File: src/rtl/core/fwb_ram.sv
`timescale 1ns / 1ps
// generic simple dual port ram: one write port, one read port, registered read
// depends on nothing

module fwb_ram #(
   parameter int WIDTH = 8,
   parameter int DEPTH = 16
) (
   input  logic                                       clock,
   input  logic                                       wr_en,
   input  logic [((DEPTH > 1) ? $clog2(DEPTH) : 1)-1:0] wr_addr,
   input  logic [WIDTH-1:0]                           wr_data,
   input  logic [((DEPTH > 1) ? $clog2(DEPTH) : 1)-1:0] rd_addr,
   output logic [WIDTH-1:0]                           rd_data
);

   logic [WIDTH-1:0] mem_ff [DEPTH];
   logic [WIDTH-1:0] rd_data_ff;

   always_ff @(posedge clock) begin
      if (wr_en) begin
         mem_ff[wr_addr] <= wr_data;
      end
      rd_data_ff <= mem_ff[rd_addr];
   end

   assign rd_data = rd_data_ff;

endmodule

File: config.mk
export PLATFORM = sky130hd
export DESIGN_NAME = fwb_ram
export DESIGN_NICKNAME = d
export VERILOG_FILES = /design/src/rtl/core/fwb_ram.sv
export SDC_FILE = /design/constraint.sdc
export NUM_CORES = 1
export LEC_CHECK = 0
export BUFFER_PORTS_ARGS = -buffer_cell sky130_fd_sc_hd__buf_2
export CAP_MARGIN = 10
export CORE_ASPECT_RATIO = 1.5
export CORE_MARGIN = 4
export CORE_UTILIZATION = 65
export DETAILED_ROUTE_END_ITERATION = 10
export PLACE_DENSITY = 0.84
export SLEW_MARGIN = 25
export SYNTH_ARGS = -nofsm -noshare
export SYNTH_HDL_FRONTEND = slang
export SYNTH_SLANG_ARGS = --single-unit
File: constraint.sdc
create_clock -name clock -period 4.9 [get_ports clock]
set_clock_uncertainty 0.15 [all_clocks]
set_input_delay 0.49 -clock clock [delete_from_list [all_inputs] [get_ports clock]]
set_output_delay 0.49 -clock clock [all_outputs]
set_load 0.1 [all_outputs]
# After elaboration in Yosys (flattened, before gate mapping)
# Memory sizes are Yosys's and may differ from the RTL's. A register that Yosys moved wholly into a read port is not among the register bits.
# Cells that the tools add are included.
[totals]
ff_bits = 0
latch_bits = 0
ram_bits = 128
mem_bits_ro = 0
input_bits = 18
out_inout_bits = 8
word_cells = 3
mem_count = 1
[op_classes]
addsub = 0
mul = 0
n_div = 0
order_cmp = 0
n_eq_ne = 0
shift = 0
n_mux = 2
n_bitwise = 0
reduce_logical = 0
[memory_table]
columns = ["memory", "words", "word_bits", "rd", "rd_clocked_by_memory_dff", "wr", "line", "text"]
rows = [
  ["mem_ff", 16, 8, 1, 1, 1, "17", "logic [WIDTH-1:0] mem_ff [DEPTH];"],
]
[op_table]
columns = ["operator", "count"]
rows = [
  ["2-to-1 mux 1 bit", 2],
]

# Longest topological paths before layout
[logic_depth]
ltp_word = 2
mapped_depth = 5
depth_no_buf = 3

# Least setup slack after synthesis
# Ideal clock, no wire load.
[synth_path]
path_type = "input to register"
from = "input wr_addr[2] (netlist name)"
to = "memory mem_ff[0][0], enable pin"
setup_ns = 0.383
arrival_ns = 1.600
required_time_ns = 4.367
setup_slack_ns = 2.767
stages = 2
path_buffers = 0
path_cell_list = "or3b_2 nor3_1"
[synth_lines]
columns = ["item", "line", "text"]
rows = [
  ["start: declaration", "11", "input logic [((DEPTH > 1) ? $clog2(DEPTH) : 1)-1:0] wr_addr,"],
  ["end: declaration", "17", ""],
]
# No word-level cell before the write port.

# Worst setup path after layout
[layout_path]
from = "input wr_addr[2] (netlist name)"
to = "memory mem_ff[2][0], enable pin"
# No word-level cell before the write port.

==> results.md <==
- Status: finished clean
- Routability congestion estimate from global placement: about 0.74
- Gate power share: 6.3%
- Worst hold-check path type: in -> reg
- Die width: slightly above 80 microns
- Post-synth EDFFs: 128
- DR DRC count: 0
- Layout cells sized above 1: about a quarter
- Cell with the most instances after synthesis: edfxtp_1
- Post-synth top area share: approximately 75%
- Fin cells: 380
- Synthesized flop and latch total: 136
- Area post-placement: 0.00534 sq mm
- Total nets after synthesis: 247
- # diodes: 0
- Setup TNS: 0 ns
- CP arrival: between 1.5 and 2 ns
- Synthesized area: approximately 0.0051 sq mm
- Clock sinks: 136
- Global Route Usage Sum: a little under a quarter
- Initial antenna violation count: 0
- Max Fclk: 0.530 GHz
- Max Cap Viol: 0
- Final critical-path share of the clock period: just under 40%
- First DRT Iteration DRCs: 218
- Fin. Hold Viols: 0
- DR vias/cell: 6.47
- WS Path Type: in -> reg
- Top cells by count, synth: edfxtp_1 (128), mux4_2 (18), a22oi_1 (16)
- CTS tree: built
- Clock transition at the registers of the reported paths: 0.05 ns
- Hold buffers post-CTS: 0
- Max IR drop VDD: 383 uV
- Sw frac: a little over a fifth
- Nets: 283
- Vias: 2460
- Ys async rst share: 0%
- Largest area contributor in the netlist: edfxtp_1
- Max_slew headroom: around 28%
- Overflow after GRT: 0
- Synth cell types: 19
- Routed length per instance: 25.9 microns
- Pwr dens: 456 mW/mm^2
- Synth Flop Type: edfxtp_1
- Core area: roughly 0.0077 sq mm
- Fill cell count: between 300 and 400
- Slew Viols, Final: 0
- First-pass GRT wire length: 15000 microns
- Int Pwr: 2130 uW
- Sequential power share: ~50%
- Initial DRT Pass Iterations: 5
- Sw Pwr: 562 uW
- Leakage power: slightly below 0.002 uW
- H-tree levels: 4
- Pin slew with the least headroom to its limit: roughly 1.1 ns
- Element type at the critical path end: register
- Row cnt: 39
- Worst Path Required: 4.79 ns
- # IOs: 26
- Layout area overhead: 14.8%
- Post-CTS Setup Repair Bufs: 0
- Crit path time final: 1.89 ns
- CTS buffer count: 17
- Ys Warns: 0
- CTS root buf: clkbuf_16
- Die area: 0.00944 sq mm
- RSZ-0062 raised after global routing: no
- Routed WL: 9840 microns
- Final setup viols: 0
- Cells after DPL: 348
- Hpwl dp: slightly below 6000 microns
- Clock Path Buffers: 2
- Die height: about 120 microns
- Latest clock arrival within the worst-skew pair: between 0.4 and 0.5 ns
- Largest net degree at the start of global routing: 33
- Post-CTS sizing: 0
- Routed Antenna Nets: 0
- Gate Count Post-Synth: 229
- Clock Power Share: between 40 and 50%
- Area contributors post-synth: edfxtp_1 (75%), mux4_2 (7.9%), mux4_1 (7.1%)
- Final instance area: ~0.0059 sq mm
- Vias in the first global route: 2571
- CP max FO: 8
- Crit start category: input port
- Initial Util: 67.2%
- Seq/Total Area, Yosys: between 70% and 80%
- Syn Area/Cell: 22.5 sq um
- IO buf count: 25
[sequential cells by signal (all words and copies together) (netlist names)]
name,flops
mem_ff,128
rd_data,8
[power by group through the flow]
stage | combinational, uW | sequential (uW) | clock [uW]
floorplan | 66.0 | 1390 | 0
global placement | 164 | 1330 | 0
detailed placement | 168 | 1330 | 0
CTS | 170 | 1310 | 1220
global route | 178 | 1310 | 1280
finish | 169 | 1310 | 1210
[cell families (layout without fill, tap and decap cells)]
kind of cell    count (synthesis)  count (layout)  synth area share, %
compound gates                 16              16                 2.33
simple gates                   35              35                 3.18
buf+inv                        10              59                 1.68
mux                            32              32                 15.0
flops                         136             136                 77.8
[cells in the final DEF, fill, tap and decap left out, drive strengths merged]
cell type,synthesis,final
dfxtp,8,8
nor2b,1,1
nor3,4,4
nor2,13,13
edfxtp,128,128
a22oi,16,16
nand2b,2,2
and2,1,1
buf,7,27
clkinvlp,0,1
bufinv,0,3
nand2,9,9
and2b,1,1
or3b,1,1
mux4,32,32
nand3,1,1
nand3b,2,2
clkbuf,0,18
clkinv,0,10
[area by class of cell]
class | instances | area, sq um | share of cell area [%]
timing repair buffer | 27 | 143 | 2.41
tap | 102 | 128 | 2.16
multi-input combinational | 83 | 1070 | 18.1
clock inverter | 14 | 138 | 2.33
clock buffer | 18 | 429 | 7.26
sequential | 136 | 4000 | 67.8
[worst paths after layout]
| path | from | to | slack [ns] | depth (start not counted) |
|---|---|---|---|---|
| setup reg to reg | mem_ff[5][2] | rd_data[2] | 3.38 | 3 |
| hold / removal | wr_data[7] | mem_ff[5][7] | 0.31 | 1 |
| setup / recovery | wr_addr[2] | mem_ff[2][0] | 3.01 | 3 |
| hold reg to reg | mem_ff[14][4] | rd_data[4] | 0.53 | 3 |
[per-stage QoR]
step           hold WS [ns]  utilization (%)  total power, uW  setup WS (ns)
2_1_floorplan         0.439                -             1450           2.77
3_3_place_gp          0.503             69.6             1500           2.21
3_5_place_dp          0.518             69.7             1500           2.28
4_1_cts               0.302             77.1             2700           2.71
5_1_grt               0.319             77.1             2770           2.95
6_report              0.307             77.1             2690           3.01
[metal layers]
| metal | GRT usage (%) | part of all wire, % | vias up |
|---|---|---|---|
| met5 | 0 | 0 | - |
| met4 | 10.1 | 1.9 | 0 |
| met3 | 5.82 | 5.2 | 16 |
| met2 | 40.5 | 55 | 110 |
| met1 | 29.6 | 38 | 1282 |
| li1 | - | - | 1052 |
[worst max-delay path, cell delays in order]
cell and delay [ns]:
buf_2 0.12, or3b_2 0.53, nor2_1 0.63
Power figures use the tool's default switching activity.
